**src/design/pse_pkg.sv**
```systemverilog
// Shared types, constants and helpers for the polynomial shift engine.
// Depends on nothing; used by pse_ctrl, pse_datapath, the top level, the checker and the testbench.
package pse_pkg;

	// Index and count widths cover the full supported store depth (up to 16)
	localparam int TIDX_W = 4;
	localparam int CNT_W  = 5;

	// 48-bit signed limits held in a 64-bit signed word
	localparam logic signed [63:0] SAT_MAX = 64'sh0000_7FFF_FFFF_FFFF;
	localparam logic signed [63:0] SAT_MIN = 64'shFFFF_8000_0000_0000;

	// Coefficient request
	typedef struct packed {
		logic signed [47:0] coefficient;
		logic signed [31:0] shift_amount;
		logic               last_term;
	} pse_in_t;

	// Result request
	typedef struct packed {
		logic signed [47:0] shifted_coefficient;
		logic               end_of_set;
		logic               overflow_flag;
	} pse_out_t;

	// Datapath operation for one phase of a Horner step
	typedef enum logic [2:0] {
		OP_NONE,
		OP_MAG,
		OP_MLO,
		OP_MHI,
		OP_RND,
		OP_ACC
	} pse_op_t;

	// Controller to datapath
	typedef struct packed {
		logic              load;
		logic              first_step;
		pse_op_t           op;
		logic              emit;
		logic              last_row;
		logic [TIDX_W-1:0] row;
		logic [TIDX_W-1:0] term;
	} pse_cmd_t;

	// Datapath to controller
	typedef struct packed {
		logic [CNT_W-1:0] term_count;
		logic             out_free;
	} pse_stat_t;

	// Saturated value with its overflow mark
	typedef struct packed {
		logic               ovf;
		logic signed [47:0] val;
	} pse_sat_t;

	// Pascal triangle, row k holds C(k, 0..k)
	localparam logic [12:0] PASCAL_TBL [16][16] = '{
		'{1, 0, 0, 0, 0, 0, 0, 0, 0, 0, 0, 0, 0, 0, 0, 0},
		'{1, 1, 0, 0, 0, 0, 0, 0, 0, 0, 0, 0, 0, 0, 0, 0},
		'{1, 2, 1, 0, 0, 0, 0, 0, 0, 0, 0, 0, 0, 0, 0, 0},
		'{1, 3, 3, 1, 0, 0, 0, 0, 0, 0, 0, 0, 0, 0, 0, 0},
		'{1, 4, 6, 4, 1, 0, 0, 0, 0, 0, 0, 0, 0, 0, 0, 0},
		'{1, 5, 10, 10, 5, 1, 0, 0, 0, 0, 0, 0, 0, 0, 0, 0},
		'{1, 6, 15, 20, 15, 6, 1, 0, 0, 0, 0, 0, 0, 0, 0, 0},
		'{1, 7, 21, 35, 35, 21, 7, 1, 0, 0, 0, 0, 0, 0, 0, 0},
		'{1, 8, 28, 56, 70, 56, 28, 8, 1, 0, 0, 0, 0, 0, 0, 0},
		'{1, 9, 36, 84, 126, 126, 84, 36, 9, 1, 0, 0, 0, 0, 0, 0},
		'{1, 10, 45, 120, 210, 252, 210, 120, 45, 10, 1, 0, 0, 0, 0, 0},
		'{1, 11, 55, 165, 330, 462, 462, 330, 165, 55, 11, 1, 0, 0, 0, 0},
		'{1, 12, 66, 220, 495, 792, 924, 792, 495, 220, 66, 12, 1, 0, 0, 0},
		'{1, 13, 78, 286, 715, 1287, 1716, 1716, 1287, 715, 286, 78, 13, 1, 0, 0},
		'{1, 14, 91, 364, 1001, 2002, 3003, 3432, 3003, 2002, 1001, 364, 91, 14, 1, 0},
		'{1, 15, 105, 455, 1365, 3003, 5005, 6435, 6435, 5005, 3003, 1365, 455, 105,
			15, 1}
	};

	// Binomial C(k, i)
	function automatic logic [12:0] binom(input logic [TIDX_W-1:0] k,
			input logic [TIDX_W-1:0] i);
		return PASCAL_TBL[k][i];
	endfunction

	// Clamp to the 48-bit signed range
	function automatic pse_sat_t sat48(input logic signed [63:0] v);
		pse_sat_t r;
		r.ovf = 1'b0;
		r.val = v[47:0];
		if (v > SAT_MAX) begin
			r.ovf = 1'b1;
			r.val = SAT_MAX[47:0];
		end else if (v < SAT_MIN) begin
			r.ovf = 1'b1;
			r.val = SAT_MIN[47:0];
		end
		return r;
	endfunction

endpackage

```
**src/design/pse_ctrl.sv**
```systemverilog
// Sequencer of the polynomial shift engine: load, Horner phases, result handoff.
// Depends on pse_pkg; drives pse_datapath through pse_cmd_t.
module pse_ctrl #(
	parameter int MAX_TERMS = 8
) (
	input  logic               clk,
	input  logic               arst_n,
	input  logic               coef_valid,
	input  logic               coef_last,
	output logic               coef_stall,
	input  pse_pkg::pse_stat_t stat,
	output pse_pkg::pse_cmd_t  cmd
);

	typedef enum logic [2:0] {
		S_LOAD,
		S_MAG,
		S_MLO,
		S_MHI,
		S_RND,
		S_ACC,
		S_EMIT
	} state_t;

	state_t                           state_q;
	logic [pse_pkg::TIDX_W-1:0]       row_q;
	logic [pse_pkg::TIDX_W-1:0]       term_q;
	logic [pse_pkg::TIDX_W-1:0]       last_q;
	logic [pse_pkg::TIDX_W-1:0]       n_m1;
	logic                             full;

	// Highest index of the set once the current request is stored
	assign full = (stat.term_count == pse_pkg::CNT_W'(MAX_TERMS));
	assign n_m1 = full ? pse_pkg::TIDX_W'(MAX_TERMS - 1)
	                   : stat.term_count[pse_pkg::TIDX_W-1:0];

	assign coef_stall = (state_q != S_LOAD);

	// Decode commands from the state
	always_comb begin
		cmd            = '0;
		cmd.op         = pse_pkg::OP_NONE;
		cmd.row        = row_q;
		cmd.term       = term_q;
		cmd.first_step = (term_q == last_q);
		cmd.last_row   = (row_q == last_q);
		unique case (state_q)
			S_LOAD: cmd.load = coef_valid;
			S_MAG:  cmd.op   = pse_pkg::OP_MAG;
			S_MLO:  cmd.op   = pse_pkg::OP_MLO;
			S_MHI:  cmd.op   = pse_pkg::OP_MHI;
			S_RND:  cmd.op   = pse_pkg::OP_RND;
			S_ACC:  cmd.op   = pse_pkg::OP_ACC;
			S_EMIT: cmd.emit = stat.out_free;
			default: cmd.op  = pse_pkg::OP_NONE;
		endcase
	end

	// Advance through rows and Horner steps
	always_ff @(posedge clk or negedge arst_n) begin
		if (!arst_n) begin
			state_q <= S_LOAD;
			row_q   <= '0;
			term_q  <= '0;
			last_q  <= '0;
		end else begin
			unique case (state_q)
				S_LOAD: begin
					if (coef_valid && coef_last) begin
						last_q  <= n_m1;
						row_q   <= '0;
						term_q  <= n_m1;
						state_q <= S_MAG;
					end
				end
				S_MAG: state_q <= S_MLO;
				S_MLO: state_q <= S_MHI;
				S_MHI: state_q <= S_RND;
				S_RND: state_q <= S_ACC;
				S_ACC: begin
					if (term_q == row_q) begin
						state_q <= S_EMIT;
					end else begin
						term_q  <= term_q - 1'b1;
						state_q <= S_MAG;
					end
				end
				S_EMIT: begin
					if (stat.out_free) begin
						if (row_q == last_q) begin
							state_q <= S_LOAD;
						end else begin
							row_q   <= row_q + 1'b1;
							term_q  <= last_q;
							state_q <= S_MAG;
						end
					end
				end
				default: state_q <= S_LOAD;
			endcase
		end
	end

endmodule

```
**src/design/pse_datapath.sv**
```systemverilog
// Coefficient store, shared 24x32 multiplier, rounding, accumulator, result register.
// Depends on pse_pkg; commanded by pse_ctrl.
module pse_datapath #(
	parameter int MAX_TERMS = 8
) (
	input  logic               clk,
	input  logic               arst_n,
	input  pse_pkg::pse_cmd_t  cmd,
	input  pse_pkg::pse_in_t   coef,
	input  logic               result_stall,
	output pse_pkg::pse_stat_t stat,
	output logic               result_valid,
	output pse_pkg::pse_out_t  result
);

	localparam int IW = (MAX_TERMS > 1) ? $clog2(MAX_TERMS) : 1;
	localparam int CW = $clog2(MAX_TERMS + 1);

	logic signed [47:0] store_q [MAX_TERMS];
	logic [CW-1:0]      count_q;
	logic               dropped_q;
	logic [31:0]        smag_q;
	logic               sneg_q;
	logic signed [47:0] acc_q;
	logic signed [47:0] term_q;
	logic signed [47:0] pk_q;
	logic [47:0]        mag_q;
	logic               neg_q;
	logic [55:0]        lo_q;
	logic [55:0]        hi_q;
	logic signed [48:0] prod_q;
	logic               ovf_q;
	logic               result_valid_q;
	pse_pkg::pse_out_t  result_q;

	logic               has_room;
	logic signed [47:0] acc_eff;
	logic [12:0]        c_ki;
	logic signed [61:0] tprod;
	pse_pkg::pse_sat_t  tsat;
	logic [23:0]        mul_a;
	logic [55:0]        mul_p;
	logic [63:0]        rnd_sum;
	logic [63:0]        lim;
	logic               rsat;
	logic [47:0]        rmag;
	logic signed [49:0] sum;
	pse_pkg::pse_sat_t  asat;
	logic               out_free;

	assign has_room = (count_q < CW'(MAX_TERMS));

	// Term C(k,i) * P[k], saturated; P[k] is read from the store in the first phase
	assign c_ki  = pse_pkg::binom(cmd.term, cmd.row);
	assign tprod = 62'($signed({1'b0, c_ki})) * 62'(pk_q);
	assign tsat  = pse_pkg::sat48(64'(tprod));

	// Accumulator starts from zero on the first step of a row
	assign acc_eff = cmd.first_step ? '0 : acc_q;

	// Shared multiplier: low half of |acc| then high half
	assign mul_a = (cmd.op == pse_pkg::OP_MHI) ? mag_q[47:24] : mag_q[23:0];
	assign mul_p = 56'(mul_a) * 56'(smag_q);

	// Recombine halves, round half away from zero, clamp magnitude
	assign rnd_sum = {hi_q, 8'd0} + 64'((57'(lo_q) + 57'h8000) >> 16);
	assign lim     = neg_q ? 64'h0000_8000_0000_0000 : 64'h0000_7FFF_FFFF_FFFF;
	assign rsat    = (rnd_sum > lim);
	assign rmag    = rsat ? lim[47:0] : rnd_sum[47:0];

	// Add the term and clamp
	assign sum  = 50'(prod_q) + 50'(term_q);
	assign asat = pse_pkg::sat48(64'(sum));

	assign out_free        = !result_valid_q || !result_stall;
	assign stat.out_free   = out_free;
	assign stat.term_count = pse_pkg::CNT_W'(count_q);
	assign result_valid    = result_valid_q;
	assign result          = result_q;

	// Write incoming coefficients
	always_ff @(posedge clk) begin
		if (cmd.load && has_room) begin
			store_q[count_q[IW-1:0]] <= coef.coefficient;
		end
	end

	// Track fill level and drops; clear after the last result of a set
	always_ff @(posedge clk or negedge arst_n) begin
		if (!arst_n) begin
			count_q   <= '0;
			dropped_q <= 1'b0;
		end else if (cmd.load) begin
			if (has_room) begin
				count_q <= count_q + 1'b1;
			end else begin
				dropped_q <= 1'b1;
			end
		end else if (cmd.emit && cmd.last_row) begin
			count_q   <= '0;
			dropped_q <= 1'b0;
		end
	end

	// Horner step phases
	always_ff @(posedge clk) begin
		if (cmd.load && coef.last_term) begin
			sneg_q <= coef.shift_amount[31];
			smag_q <= coef.shift_amount[31] ? (~coef.shift_amount + 32'd1)
			                                : coef.shift_amount;
		end
		case (cmd.op)
			pse_pkg::OP_MAG: begin
				pk_q  <= store_q[cmd.term[IW-1:0]];
				mag_q <= acc_eff[47] ? (~acc_eff + 48'd1) : acc_eff;
				neg_q <= acc_eff[47] ^ sneg_q;
				ovf_q <= cmd.first_step ? dropped_q : ovf_q;
			end
			pse_pkg::OP_MLO: begin
				lo_q   <= mul_p;
				term_q <= tsat.val;
				ovf_q  <= ovf_q | tsat.ovf;
			end
			pse_pkg::OP_MHI: hi_q <= mul_p;
			pse_pkg::OP_RND: begin
				prod_q <= neg_q ? -$signed({1'b0, rmag}) : $signed({1'b0, rmag});
				ovf_q  <= ovf_q | rsat;
			end
			pse_pkg::OP_ACC: begin
				acc_q <= asat.val;
				ovf_q <= ovf_q | asat.ovf;
			end
			default: ;
		endcase
	end

	// Result register payload
	always_ff @(posedge clk) begin
		if (cmd.emit) begin
			result_q.shifted_coefficient <= acc_q;
			result_q.end_of_set          <= cmd.last_row;
			result_q.overflow_flag       <= ovf_q;
		end
	end

	// Result valid: set on handoff, drop when taken
	always_ff @(posedge clk or negedge arst_n) begin
		if (!arst_n) begin
			result_valid_q <= 1'b0;
		end else if (cmd.emit) begin
			result_valid_q <= 1'b1;
		end else if (!result_stall) begin
			result_valid_q <= 1'b0;
		end
	end

endmodule

```
**src/design/polynomial_shift_engine.sv**
```systemverilog
// Polynomial shift engine: Taylor shift of a fixed-point polynomial.
// Loading takes one coefficient per cycle while the sequencer waits in its load state. After
// the last one, result i of an n-term set takes n-i Horner steps of five phases each around one
// shared 24x32 multiplier, then a handoff. The next set loads while the last result waits.
// Reset (arst_n, asynchronous) clears the fill count, drop flag, sequencer and result valid;
// the coefficient store is not cleared.
module polynomial_shift_engine #(
	parameter int MAX_TERMS = 8
) (
	input  logic              clk,
	input  logic              arst_n,
	input  logic              coef_valid,
	output logic              coef_stall,
	input  pse_pkg::pse_in_t  coef,
	output logic              result_valid,
	input  logic              result_stall,
	output pse_pkg::pse_out_t result
);

	pse_pkg::pse_cmd_t  cmd;
	pse_pkg::pse_stat_t stat;

	pse_ctrl #(
		.MAX_TERMS(MAX_TERMS)
	) u_ctrl (
		.clk       (clk),
		.arst_n    (arst_n),
		.coef_valid(coef_valid),
		.coef_last (coef.last_term),
		.coef_stall(coef_stall),
		.stat      (stat),
		.cmd       (cmd)
	);

	pse_datapath #(
		.MAX_TERMS(MAX_TERMS)
	) u_datapath (
		.clk         (clk),
		.arst_n      (arst_n),
		.cmd         (cmd),
		.coef        (coef),
		.result_stall(result_stall),
		.stat        (stat),
		.result_valid(result_valid),
		.result      (result)
	);

	// A last coefficient starts the computation and blocks further requests
	a_last_blocks: assert property (@(posedge clk) disable iff (!arst_n)
		coef_valid && !coef_stall && coef.last_term |=> coef_stall)
		else $error("coefficient accepted right after last term");

	// A handoff only happens into a free result register
	a_emit_free: assert property (@(posedge clk) disable iff (!arst_n)
		cmd.emit |-> stat.out_free)
		else $error("result handoff while result register busy");

	// A handoff always shows up as a valid result
	a_emit_valid: assert property (@(posedge clk) disable iff (!arst_n)
		cmd.emit |=> result_valid)
		else $error("handoff did not raise result valid");

	// No computation while a set is still loading
	a_no_load_busy: assert property (@(posedge clk) disable iff (!arst_n)
		cmd.load |-> (cmd.op == pse_pkg::OP_NONE) && !cmd.emit)
		else $error("load overlaps computation");

endmodule

```
**config.mk**
```make
export PLATFORM = sky130hd
export DESIGN_NAME = polynomial_shift_engine
export DESIGN_NICKNAME = d
export VERILOG_FILES = /design/src/design/pse_pkg.sv /design/src/design/pse_ctrl.sv /design/src/design/pse_datapath.sv /design/src/design/polynomial_shift_engine.sv
export SDC_FILE = /design/constraint.sdc
export NUM_CORES = 2
export LEC_CHECK = 0
export ABC_CLOCK_PERIOD_IN_PS = 14000
export BUFFER_PORTS_ARGS = -buffer_cell sky130_fd_sc_hd__buf_2
export CAP_MARGIN = 10
export CORE_UTILIZATION = 45
export DETAILED_ROUTE_END_ITERATION = 10
export PLACE_DENSITY = 0.71
export SLEW_MARGIN = 20
export SYNTH_ARGS = -nofsm -noshare
export SYNTH_HDL_FRONTEND = slang
export SYNTH_SLANG_ARGS = --single-unit
export TNS_END_PERCENT = 10
```
**constraint.sdc**
```tcl
create_clock -name clk -period 14 [get_ports clk]
set_clock_uncertainty 0.05 [all_clocks]
set_input_delay 0.7 -clock clk [delete_from_list [all_inputs] [get_ports clk]]
set_output_delay 0.7 -clock clk [all_outputs]
set_load 0.01 [all_outputs]
```
==> summary.md <==
| Metric | Value |
|---|---|
| Number of buffers created by CTS | 85 |
| Asr flop ratio synth | 2.536% |
| Syn Area/Cell | 10.10 um^2 |
| Pre-CTS setup slack | 1.549 ns |
| R2R depth | 35 |
| Initial Util | 45.33% |
| Pins Over Slew Limit | 0 |
| Core Area | 192800 um^2 |
| Area grow syn2layout | 7.115% |
| Share of cells above drive strength 1 | 6.956% |
| WL/cell | 20.96 um |
| Remaining antenna violation count | 0 |
| Setup crit end | u_datapath.term_q[6] |
| 1st-pass router iterations | 6 |
| Via-per-instance ratio | 5.616 |
| Post-CTS resize count | 0 |
| Max_cap viols | 0 |
| Mapped Area | 87380 um^2 |
| Final worst slack | 1.429 ns |
| Drt initial violations | 4667 |
| CP peak stage delay | 0.72 ns |
| Setup TNS | 0 ns |
| Num ports | 137 |
| Post-synth top flop | edfxtp_1 |
| CP max FO | 35 |
| Final RePlAce weighted congestion | 0.9523 |
| CP Capture Type | flip-flop |
| H-tree Lvls | 3 |
| Die Span X | 442.7 um |
| Initial antenna violation count | 10 |
| Vias in the first global route | 66035 |
| Leading cell type in the layout, fill and taps excluded | nand2_1 |
| Clock latency on the worst-skew pair | 0.70 ns |
| Synth area leader | fa_1 |
| Cell Rows | 161 |
| Most frequent cells in the layout | 1399 x nand2_1, 1328 x inv_1, 1214 x fa_1 |
| Yosys synthesis warning count | 0 |
| Final period utilization | 89.80% |
| GRT Overall Usage | 24.04% |
| Worst min-delay path class | in -> reg |
| Fmax | 0.07955 GHz |
| Critical path startpoint | u_ctrl.term_q[0] |
| Worst path required time | 14.38 ns |
| R2R Setup Slk | 1.43 ns |
| DIE AREA | 195900 um^2 |
| Critical path class | reg -> reg |
| Root buffer cell | clkbuf_16 |
| Clock sink count | 828 |
| Final WL | 233500 um |
| #FFs+latches synth | 828 |
| Most frequent CP cell | fa_1 |
| Final hold vios | 0 |
| Critical path launch point type | flip-flop |
| Die Y | 442.7 um |
| CTS tree | yes |
| Count of cell types in the netlist | 104 |
| HPWL Detailed | 174300 um |
| Synth top area cells | fa_1 28%, edfxtp_1 28%, ha_1 6.8% |
| Status | completed |
| FF-to-FF Start | u_ctrl.term_q[0] |
| Cell count after synthesis | 8648 |
| Number of nets in the layout | 10314 |
| Slowest-stage cell, CP | a311oi_1 |
| Number of enable flip-flop cells after synthesis | 807 |
| Post-synth top area share | 27.81% |
| Max clock buf depth | 3 |
| DRC Markers | 0 |
| Grt ovf | 0 |
| Largest net degree at the start of global routing | 88 |
| Reg-to-Reg End | u_datapath.term_q[6] |
| Port Buffer Count | 136 |
| First-pass GRT wire length | 371200 um |
| Slew @ Worst Pin | 1.160 ns |
| Clock period minus worst slack | 12.57 ns |
| RSZ-0062 raised after global routing | no |
| Routed via count | 62564 |
| Critical Path AT | 12.95 ns |
| Worst slew margin | 22.67% |
| Syn_nets | 10420 |
| Clock Pin Slew Worst Setup and Hold Paths | 0.07 ns |
| Final setup fails | 0 |
| Sequential fraction of the synthesis area | 28.33% |
-- worst max-delay path: cells and delay by family, from the launching register on --
family | cells | cell delay [ns]
AND/OR/NAND/NOR | 3 | 0.33
XOR/XNOR | 1 | 0.40
buffers and inverters | 8 | 1.78
adder cells (fa/ha/maj) | 8 | 4.06
flip-flops | 1 | 0.67
AO/OA/AOI/OAI | 15 | 4.93
-- what timing repair did --
item,CTS,global route
hold buffers,1,0
endpoints found under the hold margin,21,0
setup buffers,0,0
-- synthesized netlist by cell type (13+ instances only) --
cell type and count:
o211ai_1 22, and2_1 250, and3_1 38, nand2b_1 68
o21ai_0 220, edfxtp_1 807, clkbuf_1 393, and4_1 13
nor2b_1 299, xor2_1 129, o21a_1 32, a211oi_1 37
or4_1 19, or3_1 36, inv_1 1331, a31o_2 13
o21bai_1 43, a21oi_1 345, nand4_1 59, buf_2 16
xnor2_1 179, ha_1 473, fa_1 1214, o31ai_1 40
mux2_2 23, a2111oi_0 22, nand3_1 113, mux2i_1 21
nand2_1 1400, nor3_1 90, buf_1 29, a31oi_1 31
dfrtp_1 21, o22ai_1 28, a21o_1 144, nor4_1 37
or2_2 13, nor2_1 298, mux4_2 96
-- worst min path at each step --
stage | from | endpoint | depth (start not counted)
2_1_floorplan | arst_n | u_ctrl.last_q[0] | 0
3_3_place_gp | u_datapath.acc_q[40] | u_datapath.result[42] | 0
3_5_place_dp | u_datapath.acc_q[40] | u_datapath.result[42] | 0
4_1_cts | coef[1] | u_datapath.smag_q[0] | 1
5_1_grt | coef[1] | u_datapath.smag_q[0] | 1
6_report | coef[1] | u_datapath.smag_q[0] | 1
-- cell type report --
| type | count | area, um^2 |
|---|---|---|
| fillers | 17210 | 99180 |
| multi-input cells | 6045 | 56270 |
| flip-flops and latches | 828 | 24770 |
| inverters | 1336 | 5015 |
| well taps | 2526 | 3161 |
| clock buffers | 95 | 2186 |
| repair buffers | 246 | 1556 |
| clock inverters | 61 | 626.9 |
| diodes | 4 | 10.01 |
-- kinds of logic after synthesis --
group / count (synthesis) / share of synthesized area, %
AO/OA/AOI/OAI: 1121 / 8.206
XOR/XNOR: 308 / 3.087
adder cells (fa/ha/maj): 1687 / 34.59
buffers and inverters: 1775 / 7.656
flip-flops: 828 / 28.33
multiplexers: 142 / 3.041
AND/OR/NAND/NOR: 2787 / 15.09
-- registers in the layout, summed over array words and instances (netlist names), 32 cells and up --
| name | flops |
|---|---|
| u_datapath.acc_q | 48 |
| u_datapath.pk_q | 48 |
| u_datapath.mag_q | 48 |
| u_datapath.store_q | 384 |
| u_datapath.hi_q | 56 |
| u_datapath.prod_q | 49 |
| u_datapath.result | 50 |
| u_datapath.smag_q | 32 |
| u_datapath.lo_q | 41 |
| u_datapath.term_q | 48 |
-- layer usage --
layer,vias up,routed length (um),track usage (%)
met5,-,45,0
met4,8,9586,9.579
met3,460,16230,3.717
met2,2379,115700,41.22
met1,31764,91980,30.39
li1,27953,-,-
-- stage by stage --
step                std cells  instance area (um^2)  hold slack (ns)  util (%)
global placement        10977                 90690           0.4493     47.04
global route            11138                 93590           0.1252     48.55
detailed placement      10977                 90690           0.4452     47.05
floorplan                8648                 87380           0.3544         -
CTS                     11134                 93520           0.1012     48.51
finish                  11141                 93600           0.1503     48.55
Power is not shown: default switching activity piles up to over one toggle a cycle in this logic, so the estimate is an artifact.
